--- src/hw/rtl/dvdc_pkg.sv ---
`timescale 1ns / 1ps
// ----------------------------------------------------------------------------
// dvdc_pkg
// Shared types, codes and calendar tables for the date check / day count block.
// ----------------------------------------------------------------------------
package dvdc_pkg;

  localparam int unsigned YearW  = 12;
  localparam int unsigned MonthW = 4;
  localparam int unsigned DayW   = 5;
  localparam int unsigned CountW = 16;
  localparam int unsigned ErrW   = 2;

  localparam logic [YearW-1:0] EpochYear = 12'd1970;

  // Leap years from year 1 through 1969
  localparam logic [YearW-1:0] EpochLeaps = 12'd477;

  // 2^15 / 25 rounded up; exact for quotients of values below 1024
  localparam logic [10:0] Recip25 = 11'd1311;

  localparam logic [ErrW-1:0] ErrOk    = 2'd0;
  localparam logic [ErrW-1:0] ErrMonth = 2'd1;
  localparam logic [ErrW-1:0] ErrYear  = 2'd2;
  localparam logic [ErrW-1:0] ErrDay   = 2'd3;

  typedef struct packed {
    logic load;
    logic calc;
    logic finish;
  } dvdc_cmd_t;

  // Days before the first of the month in a common year; 0 for bad months
  function automatic logic [8:0] days_before(input logic [MonthW-1:0] m);
    logic [8:0] v;
    case (m)
      4'd1:    v = 9'd0;
      4'd2:    v = 9'd31;
      4'd3:    v = 9'd59;
      4'd4:    v = 9'd90;
      4'd5:    v = 9'd120;
      4'd6:    v = 9'd151;
      4'd7:    v = 9'd181;
      4'd8:    v = 9'd212;
      4'd9:    v = 9'd243;
      4'd10:   v = 9'd273;
      4'd11:   v = 9'd304;
      4'd12:   v = 9'd334;
      default: v = 9'd0;
    endcase
    return v;
  endfunction

  // Month length in a common year; 0 for bad months
  function automatic logic [DayW-1:0] month_len(input logic [MonthW-1:0] m);
    logic [DayW-1:0] v;
    case (m)
      4'd1, 4'd3, 4'd5, 4'd7, 4'd8, 4'd10, 4'd12: v = 5'd31;
      4'd4, 4'd6, 4'd9, 4'd11:                    v = 5'd30;
      4'd2:                                       v = 5'd28;
      default:                                    v = 5'd0;
    endcase
    return v;
  endfunction

endpackage

--- src/hw/rtl/dvdc_ctrl.sv ---
`timescale 1ns / 1ps
// ----------------------------------------------------------------------------
// dvdc_ctrl
// Sequencer: load, reciprocal multiply, final sum, then a one-cycle strobe.
// ----------------------------------------------------------------------------
module dvdc_ctrl (
  input  logic                clk,
  input  logic                rst_n,
  input  logic                start,
  output logic                busy,
  output logic                out_valid,
  output dvdc_pkg::dvdc_cmd_t cmd
);

  localparam logic [1:0] StIdle = 2'd0;
  localparam logic [1:0] StDiv  = 2'd1;
  localparam logic [1:0] StSum  = 2'd2;

  logic [1:0] state_r;
  logic [1:0] state_nxt;
  logic       out_valid_r;
  logic       out_valid_nxt;

  always_comb begin
    state_nxt     = state_r;
    out_valid_nxt = 1'b0;
    cmd           = '0;
    case (state_r)
      StIdle: begin
        if (start) begin
          cmd.load  = 1'b1;
          state_nxt = StDiv;
        end
      end
      StDiv: begin
        cmd.calc  = 1'b1;
        state_nxt = StSum;
      end
      StSum: begin
        cmd.finish    = 1'b1;
        out_valid_nxt = 1'b1;
        state_nxt     = StIdle;
      end
      default: begin
        state_nxt = StIdle;
      end
    endcase
  end

  always_ff @(posedge clk) begin
    if (!rst_n) begin
      state_r     <= StIdle;
      out_valid_r <= 1'b0;
    end else begin
      state_r     <= state_nxt;
      out_valid_r <= out_valid_nxt;
    end
  end

  assign busy      = (state_r != StIdle);
  assign out_valid = out_valid_r;

endmodule

--- src/hw/rtl/dvdc_datapath.sv ---
`timescale 1ns / 1ps
// ----------------------------------------------------------------------------
// dvdc_datapath
// Range checks, closed-form leap count and day count with saturation.
// ----------------------------------------------------------------------------
module dvdc_datapath #(
  parameter int MAX_YEAR = 2099
) (
  input  logic                   clk,
  input  dvdc_pkg::dvdc_cmd_t    cmd,
  input  logic [4:0]             in_day_of_month,
  input  logic [3:0]             in_month_number,
  input  logic [11:0]            in_year_number,
  output logic                   out_date_valid,
  output logic [1:0]             out_error_code,
  output logic [15:0]            out_day_count
);

  localparam logic [11:0] MaxYearC = 12'(MAX_YEAR);

  // Captured transaction
  logic [4:0]  day_r;
  logic [3:0]  month_r;
  logic [11:0] year_r;

  // Multiply stage
  logic [20:0] prod_n100_r;
  logic [18:0] prod_n400_r;
  logic [20:0] prod_y100_r;
  logic [18:0] prod_y400_r;
  logic [19:0] base_r;
  logic [8:0]  dbm_r;
  logic [4:0]  mlen_r;
  logic [1:0]  pre_err_r;
  logic [11:0] year_m1_r;

  // Result
  logic        valid_r;
  logic [1:0]  err_r;
  logic [15:0] count_r;

  logic [11:0] year_m1;
  logic [11:0] year_off;
  logic [1:0]  pre_err;

  logic [5:0]  q_n100;
  logic [3:0]  q_n400;
  logic [5:0]  q_y100;
  logic [3:0]  q_y400;
  logic [9:0]  rem_y100;
  logic [7:0]  rem_y400;
  logic        leap;
  logic [4:0]  len;
  logic [11:0] leaps;
  logic [20:0] sum;
  logic [1:0]  err_nxt;

  always_comb begin
    year_m1  = in_year_number - 12'd1;
    year_off = in_year_number - dvdc_pkg::EpochYear;
    if ((in_month_number < 4'd1) || (in_month_number > 4'd12)) begin
      pre_err = dvdc_pkg::ErrMonth;
    end else if ((in_year_number < dvdc_pkg::EpochYear) || (in_year_number > MaxYearC)) begin
      pre_err = dvdc_pkg::ErrYear;
    end else begin
      pre_err = dvdc_pkg::ErrOk;
    end
  end

  always_ff @(posedge clk) begin
    if (cmd.load) begin
      day_r       <= in_day_of_month;
      month_r     <= in_month_number;
      year_r      <= in_year_number;
      year_m1_r   <= year_m1;
      base_r      <= 20'(year_off) * 20'd365;
      pre_err_r   <= pre_err;
    end
  end

  always_ff @(posedge clk) begin
    if (cmd.calc) begin
      prod_n100_r <= 21'(year_m1_r[11:2]) * 21'(dvdc_pkg::Recip25);
      prod_n400_r <= 19'(year_m1_r[11:4]) * 19'(dvdc_pkg::Recip25);
      prod_y100_r <= 21'(year_r[11:2]) * 21'(dvdc_pkg::Recip25);
      prod_y400_r <= 19'(year_r[11:4]) * 19'(dvdc_pkg::Recip25);
      dbm_r       <= dvdc_pkg::days_before(month_r);
      mlen_r      <= dvdc_pkg::month_len(month_r);
    end
  end

  always_comb begin
    q_n100   = prod_n100_r[20:15];
    q_n400   = prod_n400_r[18:15];
    q_y100   = prod_y100_r[20:15];
    q_y400   = prod_y400_r[18:15];
    // Remainders of year/4 by 25 and year/16 by 25
    rem_y100 = year_r[11:2] - ({4'd0, q_y100} * 10'd25);
    rem_y400 = year_r[11:4] - ({4'd0, q_y400} * 8'd25);
    leap     = (year_r[1:0] == 2'd0) &&
               ((rem_y100 != 10'd0) || ((rem_y400 == 8'd0) && (year_r[3:2] == 2'd0)));
    len      = (month_r == 4'd2 && leap) ? 5'd29 : mlen_r;
    leaps    = {2'd0, year_m1_r[11:2]} - {6'd0, q_n100} + {8'd0, q_n400}
               - dvdc_pkg::EpochLeaps;
    sum      = {1'b0, base_r} + {9'd0, leaps} + {12'd0, dbm_r} + {16'd0, day_r}
               + ((month_r > 4'd2 && leap) ? 21'd1 : 21'd0);
    if (pre_err_r != dvdc_pkg::ErrOk) begin
      err_nxt = pre_err_r;
    end else if ((day_r == 5'd0) || (day_r > len)) begin
      err_nxt = dvdc_pkg::ErrDay;
    end else begin
      err_nxt = dvdc_pkg::ErrOk;
    end
  end

  always_ff @(posedge clk) begin
    if (cmd.finish) begin
      err_r   <= err_nxt;
      valid_r <= (err_nxt == dvdc_pkg::ErrOk);
      if (err_nxt != dvdc_pkg::ErrOk) begin
        count_r <= 16'd0;
      end else if (sum > 21'd65535) begin
        count_r <= 16'hFFFF;
      end else begin
        count_r <= sum[15:0];
      end
    end
  end

  assign out_date_valid = valid_r;
  assign out_error_code = err_r;
  assign out_day_count  = count_r;

endmodule

--- src/hw/rtl/date_validate_to_day_count.sv ---
`timescale 1ns / 1ps
// ----------------------------------------------------------------------------
// date_validate_to_day_count
// Checks a Gregorian date and returns its day number since 1970-01-01 (day 1).
// ----------------------------------------------------------------------------
//  channel  ports                                             handshake
//  input    in_day_of_month, in_month_number, in_year_number  start & !busy
//  result   out_date_valid, out_error_code, out_day_count     out_valid strobe
//
//  A transaction steps through capture and range check, reciprocal
//  multiplies for the leap count, then the final sum; the sequencer sets the steps.
//  The result strobe comes in the cycle after the sum and overlaps the next
//  capture; a new transaction is taken only once the sequencer is back in idle.
//  Reset (rst_n low, synchronous) returns the sequencer to idle.
//  The receiver cannot stall: each out_valid strobe is high for one cycle only.
// ----------------------------------------------------------------------------
module date_validate_to_day_count #(
  parameter int MAX_YEAR = 2099
) (
  input  logic        clk,
  input  logic        rst_n,
  input  logic        start,
  output logic        busy,
  input  logic [4:0]  in_day_of_month,
  input  logic [3:0]  in_month_number,
  input  logic [11:0] in_year_number,
  output logic        out_valid,
  output logic        out_date_valid,
  output logic [1:0]  out_error_code,
  output logic [15:0] out_day_count
);

  dvdc_pkg::dvdc_cmd_t cmd;

  dvdc_ctrl u_ctrl (
    .clk       (clk),
    .rst_n     (rst_n),
    .start     (start),
    .busy      (busy),
    .out_valid (out_valid),
    .cmd       (cmd)
  );

  dvdc_datapath #(
    .MAX_YEAR (MAX_YEAR)
  ) u_datapath (
    .clk             (clk),
    .cmd             (cmd),
    .in_day_of_month (in_day_of_month),
    .in_month_number (in_month_number),
    .in_year_number  (in_year_number),
    .out_date_valid  (out_date_valid),
    .out_error_code  (out_error_code),
    .out_day_count   (out_day_count)
  );

endmodule

--- config.mk ---
export PLATFORM = sky130hd
export DESIGN_NAME = date_validate_to_day_count
export DESIGN_NICKNAME = d
export VERILOG_FILES = /design/src/hw/rtl/dvdc_pkg.sv /design/src/hw/rtl/dvdc_ctrl.sv /design/src/hw/rtl/dvdc_datapath.sv /design/src/hw/rtl/date_validate_to_day_count.sv
export SDC_FILE = /design/constraint.sdc
export NUM_CORES = 1
export LEC_CHECK = 0
export BUFFER_PORTS_ARGS = -buffer_cell sky130_fd_sc_hd__buf_2
export CAP_MARGIN = 20
export CELL_PAD_IN_SITES_DETAIL_PLACEMENT = 0
export CELL_PAD_IN_SITES_GLOBAL_PLACEMENT = 1
export CORE_ASPECT_RATIO = 1.75
export CORE_MARGIN = 2
export CORE_UTILIZATION = 52
export DETAILED_ROUTE_END_ITERATION = 8
export HOLD_SLACK_MARGIN = 0.12
export PLACE_DENSITY = 0.87
export SLEW_MARGIN = 15
export SYNTH_ARGS = -nofsm -noshare
export SYNTH_HDL_FRONTEND = slang
export SYNTH_SLANG_ARGS = --single-unit
--- constraint.sdc ---
create_clock -name clk -period 8.1 [get_ports clk]
set_input_delay 2.025 -clock clk [delete_from_list [all_inputs] [get_ports clk]]
set_output_delay 2.025 -clock clk [all_outputs]
set_load 0.005 [all_outputs]
After elaboration in Yosys (flattened, before gate mapping). Memory sizes are Yosys's and may differ from the RTL's. A register that Yosys moved wholly into a read port is not among the register bits. Index checks and enable logic that the tools add are counted.

Bits in registers: 157. Bits in read-only memories: 224. Input bits: 24. Output and inout bits: 21. Word-level logic and storage cells: 76. Memories: 2.

Memories: (no name shown) (depth 16, bits a word 9, read ports 1, clocked after memory_dff 1, write ports 0, line dvdc_pkg.sv:36) `case (m)`; (no name shown) (depth 16, bits a word 5, read ports 1, clocked after memory_dff 1, write ports 0, line dvdc_pkg.sv:57) `case (m)`.

Add/sub/neg operators: 11. $mul: 7. $lt $le $gt $ge: 7. Equality and inequality tests: 4. Mux-type cells: 12. Reduce and logical (&&, ||, !) cells: 18.

Operator list (count): multiplier 10 x 11 -> 21 bit, second input constant (2); multiplier 8 x 11 -> 19 bit, second input constant (2); adder 20 x 12 -> 21 bit (1); adder 21 bit (1); adder 21 x 5 -> 21 bit (1); adder 21 x 9 -> 21 bit (1); greater-than comparator 21 x 16 -> 1 bit, second input constant (1); multiplier 12 x 9 -> 20 bit, second input constant (1); two-way mux 16 bit (1); adder 12 x 4 -> 12 bit (1); greater-than comparator 12 bit, second input constant (1); < comparator 12 x 11 -> 1 bit, second input constant (1); subtractor 12 x 1 -> 12 bit, second input constant (1); subtractor 12 x 11 -> 12 bit, second input constant (1); subtractor 12 x 9 -> 12 bit, second input constant (1); subtractor 10 x 6 -> 11 bit (1); multiplier 6 x 5 -> 10 bit, second input constant (1); nonzero test 10 bit (1); subtractor 10 bit (1); logical NOT 2 bit (4); logical NOT 8 bit (1); multiplier 4 x 5 -> 8 bit, second input constant (1); two-way mux 2 bit (4); subtractor 8 bit (1); other kinds (15) (27).

Longest topological paths before layout. Gate-level depths: netlist of the first run.

Depth after elaboration: 13. Gate-level depth with buffers: 27. Depth with buffers taken out: 27.

Hierarchy. From an unflattened synthesis of the first run, not the netlist that was laid out.

Cell total of the unflattened synthesis: 1439. Area total of the unflattened synthesis: 14711.6 um^2.

By module, submodules not included: dvdc_datapath (instances 1, cells each 1427, area an instance 14572.7 um^2); dvdc_ctrl (instances 1, cells each 12, area an instance 138.9 um^2).

Worst setup path after synthesis of the first run. OpenSTA, ideal clock, no wires.

Path kind: input to register. Start point: in in_year_number[1]. End point: reg u_datapath.base_r[17] (data pin). Data arrival time: 6308 ps. Data required time: 7842 ps. Path slack: 1534 ps. Cell stages on the path: 19. Cell sequence: inv_1 -> ha_1 -> nand2b_1 -> a31oi_1 -> xnor2_1 -> ha_1 -> inv_1 -> fa_1 -> fa_1 -> fa_1 -> inv_1 -> ha_1 -> nor2b_1 -> o31a_1 -> o211ai_1 -> nand2_1 -> a2111oi_0 -> o21bai_1 -> xnor2_1.

Cells in the longest elaborated chain, start to end: 2.

RTL lines: start, declared (line date_validate_to_day_count.sv:26) `input logic [11:0] in_year_number,`; subtractor 12 x 11 -> 12 bit (line dvdc_datapath.sv:60) `year_off = in_year_number - dvdc_pkg::EpochYear;`; multiplier 12 x 9 -> 20 bit (line dvdc_datapath.sv:76) `base_r <= 20'(year_off) * 20'd365;`; end signal, assigned (line dvdc_datapath.sv:76); end, declared (line dvdc_datapath.sv:31) `logic [19:0] base_r;`.

No other way between the ends. A chain may end at the register's enable or synchronous reset.

Worst setup path in the final report of the first run.
Start point: reg u_datapath.year_r[7]. End point: reg u_datapath.count_r[13] (netlist: u_datapath.out_day_count[13]) (data pin).

Cells in the longest elaborated chain, start to end: 12. Elaborated cells on any way between the ends: 19. Those cells by class: add/sub: 3; order compare: 2; mux: 5; reduce/logical: 9.

RTL lines: start, declared (line dvdc_datapath.sv:24) `logic [11:0] year_r;`; start signal, assigned (line dvdc_datapath.sv:74) `year_r <= in_year_number;`; subtractor 8 bit (line dvdc_datapath.sv:99) `rem_y400 = year_r[11:4] - ({4'd0, q_y400} * 8'd25);`; logical NOT 8 bit (line dvdc_datapath.sv:101) `((rem_y100 != 10'd0) || ((rem_y400 == 8'd0) && (year_r[3:2] == 2'd0)));`; logical AND 1 bit (line dvdc_datapath.sv:101); logical OR 1 bit * (line dvdc_datapath.sv:101); logical AND 1 bit * (line dvdc_datapath.sv:100) `leap = (year_r[1:0] == 2'd0) &&`; branches (longest 7 deep; another with adder 21 bit); end signal, assigned (line dvdc_datapath.sv:125) `count_r <= sum[15:0];`; end, declared (line dvdc_datapath.sv:40) `logic [15:0] count_r;`.

Every way passes the cells marked *.

==> run metrics, run 1 <==
final-report setup violation count=0; CP startpoint=u_datapath.year_r[7]$_DFFE_PP_; PostCTS Resize Cnt=0; DIE HEIGHT=225.4 µm; top_reg_cell synth=edfxtp_1; CP bufs+invs=5; initial antenna violation count=2; die span in x=130.5 µm; I/O pin cnt=45; EDFF count, synth=between 100 and 150; RSZ-0062 raised after global routing=no; syn nets=roughly 1900; routed wl met2=16700 µm; critical path type=flip-flop to flip-flop; Area Overhead vs Synth=6.630%; final core utilization=55.95%; peak supply drop=0.2904 mV; max-slew violations=0; Worst slew margin=28.97%; Worst Path Max Fanout=14; Most common cell on crit path=fa_1; Pre-antenna DRT Iters=5; Yosys Warn Count=0; skew final=about 0.0085 ns; Worst path max stage delay=0.63 ns; Seq/Total Area, Yosys=21.64%; largest net degree at the start of global routing=between 50 and 60; first-pass GRT wire length=50630 µm; startpoint type of the worst setup path=flip-flop; cells after synthesis=1420; Clock transition at path regs=0.07 ns; Finished Cell Area=15540 µm²; hold depth=1; Power Density=about 370 nW/µm²; share of post-route cells with drive strength above 1=5.639%; drt initial violations=440; Critical Path AT=between 6 and 7 ns; Crit. End Element=flip-flop; R2R depth=25; asr flop ratio synth=0%; Via density=5.331; vias post-DR=9851; total grt overflow=0; critical path's top delay family=adder cells; FF-to-FF Start=u_datapath.year_r[7]$_DFFE_PP_; hold path startpoint=u_datapath.pre_err_r[0]$_SDFFCE_PP1P_; vias in the first global route=10756; hold endpoint=u_datapath.out_error_code[0]$_DFFE_PP_; most frequent cells in the layout=334 x inv_1, 321 x ha_1, 139 x fa_1; top sig layer=met4; status=completed; Worst Hold Class=flip-flop to flip-flop; CTS Root Cell=clkbuf_16; Initial Util=52.47%; Max Fclk=~150 MHz; core area=27770 µm²; Max H-tree Level=3; Sink Count=106; WP data required=8.19 ns; setup tns final=0 ns; Total Power=around 5.7 mW; cell leakage power=7.702 nW; CTS tree=done; CTS Hold Bufs=0; Synth Register Bits=106; commonest non-fill, non-tap cell in the layout=inv_1; Post-Layout Cell Count=1848; IO buf count=44; Worst-Skew Late Latency=around 0.37 ns; post-synthesis cell area=roughly 15000 µm²; CTS Buf Count=9; Die Area=29430 µm²; drt total wl=roughly 30000 µm; Worst Tran Pin Value=1.063 ns; layout filler cell count=2510; drt drc=0; Yosys cell types=67; FP Rows=81; Reg2Reg Setup Slack=1.30 ns; Critical Path Stages=25; placed cells=1829; wire per inst=around 16 µm; Placed Area=15250 µm²; postcts setup bufs=0; met3 routed WL=between 700 and 800 µm; Worst R2R End=u_datapath.out_day_count[13]$_SDFFCE_PN0P_; minimum clock period=~6.8 ns; Final #Nets=1951; total of max-cap violations=0; DRT met1 WL=11160 µm; Hold Vio Cnt, Final=0; Avg Cell Area, Syn=10.26 µm²; post-DP HPWL=roughly 25000 µm; Worst path slowest cell=o31ai_4; Total GRT Usage=22.10%; part of the cycle the worst path needs=between 80% and 90%; gpl congestion=just under 0.9; ANT nets after route=0; deepest clock path buffer count=2
-- sequential cells by signal, indices dropped and copies added, names as in the netlist --
signal / flops
u_datapath.prod_n100_r: 6
u_datapath.day_r: 5
u_datapath.base_r: 20
u_datapath.month_r: 4
u_ctrl.out_valid: 1
u_datapath.pre_err_r: 2
u_datapath.out_day_count: 16
u_datapath.dbm_r: 9
u_datapath.year_r: 11
u_datapath.out_date_valid: 1
u_datapath.prod_y400_r: 4
u_datapath.year_m1_r: 10
u_datapath.prod_y100_r: 6
u_datapath.mlen_r: 3
u_datapath.prod_n400_r: 4
u_datapath.out_error_code: 2
u_ctrl.state_r: 2
-- final cells by class --
type                       instances  area (µm²)  area share (%)
multi-input combinational        968       10130           65.18
inverter                         335        1259           8.102
timing repair buffer              47       242.7           1.562
clock buffer                      10       229.0           1.474
antenna                            3       7.507         0.04832
clock inverter                     6       51.30          0.3302
sequential                       106        3153           20.29
tap                              373       466.7           3.004
-- worst reg2reg max path, delay by kind of cell, from the launching register on --
family,cells,cell delay (ns)
fa+ha+maj,8,2.86
compound gates,9,2.18
flops,1,0.59
buf+inv,5,0.54
simple gates,3,0.35
-- stage by stage --
| step | hold slack (ns) | setup WS (ns) |
|---|---|---|
| 6_report | 0.5813 | 1.302 |
| 5_1_grt | 0.6134 | 0.9492 |
| 4_1_cts | 0.5882 | 1.321 |
| 3_5_place_dp | 0.5750 | 1.022 |
| 3_3_place_gp | 0.5623 | 1.056 |
| 2_1_floorplan | 0.5417 | 1.534 |
-- per-layer routing --
metal	GRT usage (%)	vias up
met1	23.89	4770
met2	42.41	138
met4	8.648	0
met5	0	-
met3	2.896	75
li1	-	4868
-- where the power goes --
group          switching, mW  internal, mW
sequential            0.0589         0.784
clock                  0.216         0.213
combinational           2.48          1.96
-- worst max-delay path by stage --
stage                                                            end
after floorplan                      u_datapath.base_r[17]$_DFFE_PP_
after global placement               u_datapath.base_r[16]$_DFFE_PP_
after CTS                 u_datapath.out_day_count[13]$_SDFFCE_PN0P_
after detailed placement             u_datapath.base_r[16]$_DFFE_PP_
after global routing       u_datapath.out_day_count[1]$_SDFFCE_PN0P_
final                     u_datapath.out_day_count[13]$_SDFFCE_PN0P_
-- Yosys cell counts (3+ instances only) --
cell,count,share of area (%)
fa_1,139,19
o21ai_0,37,1.3
and2_1,4,0.17
nor3b_1,4,0.21
mux2i_1,3,0.21
dfxtp_1,3,0.41
nor2_1,49,1.3
nor3_1,12,0.41
or3_1,3,0.13
edfxtp_1,103,21
a22oi_1,4,0.21
xnor2_1,58,3.5
o31a_1,5,0.30
a21o_1,14,0.72
nor4_1,4,0.17
nand4_1,9,0.39
a31oi_1,8,0.34
or2_2,4,0.17
o211ai_1,9,0.46
ha_1,321,28
a2111oi_0,5,0.30
a311oi_1,3,0.18
o2111ai_1,7,0.42
nand2b_1,14,0.60
xor2_1,32,1.9
a211oi_1,8,0.41
o31ai_1,3,0.15
a21oi_1,63,2.2
inv_1,334,8.6
and3_1,4,0.17
nand2_1,42,1.1
clkbuf_1,10,0.26
nand3_1,16,0.55
o22ai_1,6,0.26
nor2b_1,12,0.52
or4_1,5,0.26
o21bai_1,10,0.52
o21a_1,18,0.93
-- cell families after synthesis --
group           after synthesis  share of synthesized area (%)
simple gates                189                          6.509
mux                           5                         0.3607
fa+ha+maj                   460                          46.66
flops                       106                          21.64
xor+xnor                     90                          5.410
buf+inv                     346                          8.974
compound gates              224                          10.44
No activity file was read; power rests on OpenSTA's default activity.
==> run 2, diff against run 1 <==
==> constraint.sdc (replaced) <==
create_clock -name clk -period 6.6 [get_ports clk]
set_input_delay 1.65 -clock clk [delete_from_list [all_inputs] [get_ports clk]]
set_output_delay 1.65 -clock clk [all_outputs]
set_load 0.005 [all_outputs]
==> run 2 against run 1 <==
Against the previous run:
- sequential cell count is the same
- register-to-register slack lost 0.94 ns
- cell count grew 1.0%
- combinational power grew 28%
- worst setup slack lost 0.94 ns
- utilization grew 0.73 points
- global-route usage grew 0.44 points
- critical path depth grew 1
- sequential power grew 21%
- sequential share of layout area shrank 0.26 points
- via count grew 1.7%
- critical endpoint is now u_datapath.out_day_count[12]$_SDFFCE_PN0P_
- largest cell class unchanged
- highest routed layer unchanged
==> run metrics, run 2 (synthesis gave the netlist of run 1 again) <==
DIE HEIGHT=225.4 µm (unchanged); part of the cycle the worst path needs=94.47% (+11 points); final-report setup violation count=0 (unchanged); Power Density=462.8 nW/µm² (+26%); max-slew violations=0 (unchanged); total grt overflow=0 (unchanged); pre-CTS worst setup slack=0.03815 ns (-0.9838 ns); routed wl met2=17330 µm (+3.7%); IO buf count=44 (unchanged); layout filler cell count=2501 (-0.36%); Crit. End Element=flip-flop; wire per inst=16.31 µm (+1.4%); largest reg by FF count=u_datapath.base_r; WP data required=6.81 ns (-1.38 ns); critical path's top delay family=adder cells; PnR worst setup slack=0.3647 ns (-0.9374 ns); core area=27770 µm² (unchanged); Most common cell on crit path=fa_1; Pre-antenna DRT Iters=5 (unchanged); initial antenna violation count=3 (+1); Total Power=7.284 mW (+28%); Hold Vio Cnt, Final=0 (unchanged); Critical Path AT=6.44 ns (-0.45 ns); Via density=5.364 (+0.63%); CTS Root Cell=clkbuf_16; Max Fclk=160.4 MHz (+9.0%); Worst path max stage delay=0.55 ns (-0.08 ns); Sink Count=106 (unchanged); die span in x=130.5 µm (unchanged); peak supply drop=0.3516 mV (+21%); ANT nets after route=0 (unchanged); FF+latch area=3153 µm² (unchanged); RSZ-0062 raised after global routing=no; startpoint type of the worst setup path=flip-flop; met3 routed WL=920 µm (+15%); top sig layer=met4; post-DP HPWL=25900 µm (+2.2%); Worst path slowest cell=fa_1; Placed Area=15380 µm² (+0.84%); Reg2Reg Setup Slack=0.36 ns (-0.94 ns); Post-Layout Cell Count=1867 (+1.0%); Max H-tree Level=3 (unchanged); drt drc=0 (unchanged); Total GRT Usage=22.54% (+0.44 points); Fin Hold WS=0.5913 ns (+0.009925 ns); Multi-input gate area=10130 µm² (about the same); Finished Cell Area=15740 µm² (+1.3%); total of max-cap violations=0 (unchanged); vias post-DR=10015 (+1.7%); cell leakage power=7.817 nW (+1.5%); Worst-Skew Late Latency=0.37 ns (about the same); drt total wl=30450 µm (+2.5%); minimum clock period=6.235 ns (-0.5626 ns); Worst slew margin=28.88% (-0.082 points); critical path type=flip-flop to flip-flop; skew final=0.008016 ns (-0.0005066 ns); Die Area=29430 µm² (unchanged); commonest non-fill, non-tap cell in the layout=inv_1; gpl congestion=0.8494 (-3.0%); Initial Util=52.47% (unchanged); Clock transition at path regs=0.08 ns (about the same); max FFs per register=20 (unchanged); vias in the first global route=10769 (+0.12%); Worst Path Max Fanout=14 (unchanged); CTS tree=done; most frequent cells in the layout=334 x inv_1, 321 x ha_1, 139 x fa_1; final core utilization=56.68% (+0.73 points); share of post-route cells with drive strength above 1=6.908% (+1.3 points); placed cells=1846 (+0.93%); Worst Tran Pin Value=1.064 ns (+0.001226 ns); FP Rows=81 (unchanged); drt initial violations=517 (+18%); first-pass GRT wire length=51650 µm (+2.0%); status=completed; setup tns final=0 ns (unchanged); CTS Buf Count=9 (unchanged); CP bufs+invs=6 (+1); Final #Nets=1970 (+0.97%); largest net degree at the start of global routing=54 (unchanged); deepest clock path buffer count=2 (unchanged); I/O pin cnt=45 (unchanged); Area Overhead vs Synth=8.029%; Worst Hold Class=flip-flop to flip-flop; DRT met1 WL=11250 µm (+0.82%)
## run 2: worst paths after layout
check / startpoint / endpoint / depth (start not counted)
max reg2reg: u_datapath.prod_y100_r[16]$_DFFE_PN_ / u_datapath.out_day_count[12]$_SDFFCE_PN0P_ / 26
min reg2reg: u_datapath.pre_err_r[0]$_SDFFCE_PP1P_ / u_datapath.out_error_code[0]$_DFFE_PP_ / 1
max: u_datapath.prod_y100_r[16]$_DFFE_PN_ / u_datapath.out_day_count[12]$_SDFFCE_PN0P_ / 26
min: u_datapath.pre_err_r[0]$_SDFFCE_PP1P_ / u_datapath.out_error_code[0]$_DFFE_PP_ / 1
## run 2: routing by layer
metal	vias up	global-route usage, %
met1	4911	24.28
met4	0	7.996
met2	135	43.73
met3	53	2.991
li1	4916	-
met5	-	0
## run 2: worst register-to-register path, cell delays in order (launching register included)
cell and delay, ns:
edfxtp_1 0.44, ha_1 0.35, fa_1 0.53, fa_1 0.55, inv_1 0.04, ha_1 0.28
and4_1 0.18, o21ai_0 0.08, o2111ai_1 0.10, a22oi_1 0.13, a311oi_1 0.33, buf_4 0.21
nand2_1 0.07, fa_1 0.47, fa_1 0.36, inv_1 0.08, ha_1 0.16, inv_1 0.05
fa_1 0.37, nor2b_1 0.16, o31a_1 0.17, o22ai_1 0.11, o31ai_1 0.29, buf_4 0.18
o31ai_4 0.06, buf_12 0.17, a21oi_1 0.14
## run 2: timing repair
action / CTS / global route
hold buffers: 0 / 0
gates resized for setup: 0 / 1
setup endpoints to repair: 0 / 14
buffers inserted: 0 / 1
## run 2: area by class of cell
class | instances | share of cell area, %
Antenna cell | 3 | 0.04769
Clock buffer | 9 | 1.431
Clock inverter | 7 | 0.5644
Inverter | 335 | 7.997
Multi-Input combinational cell | 968 | 64.39
Sequential cell | 106 | 20.03
Tap cell | 373 | 2.965
Timing Repair Buffer | 66 | 2.576
## run 2: report_power, final
group | internal (mW) | leakage, nW | switching, mW | total (mW)
logic | 2.54 | 6.67 | 3.15 | 5.68
registers | 0.962 | 1.00 | 0.0627 | 1.02
clock network | 0.302 | 0.148 | 0.274 | 0.576
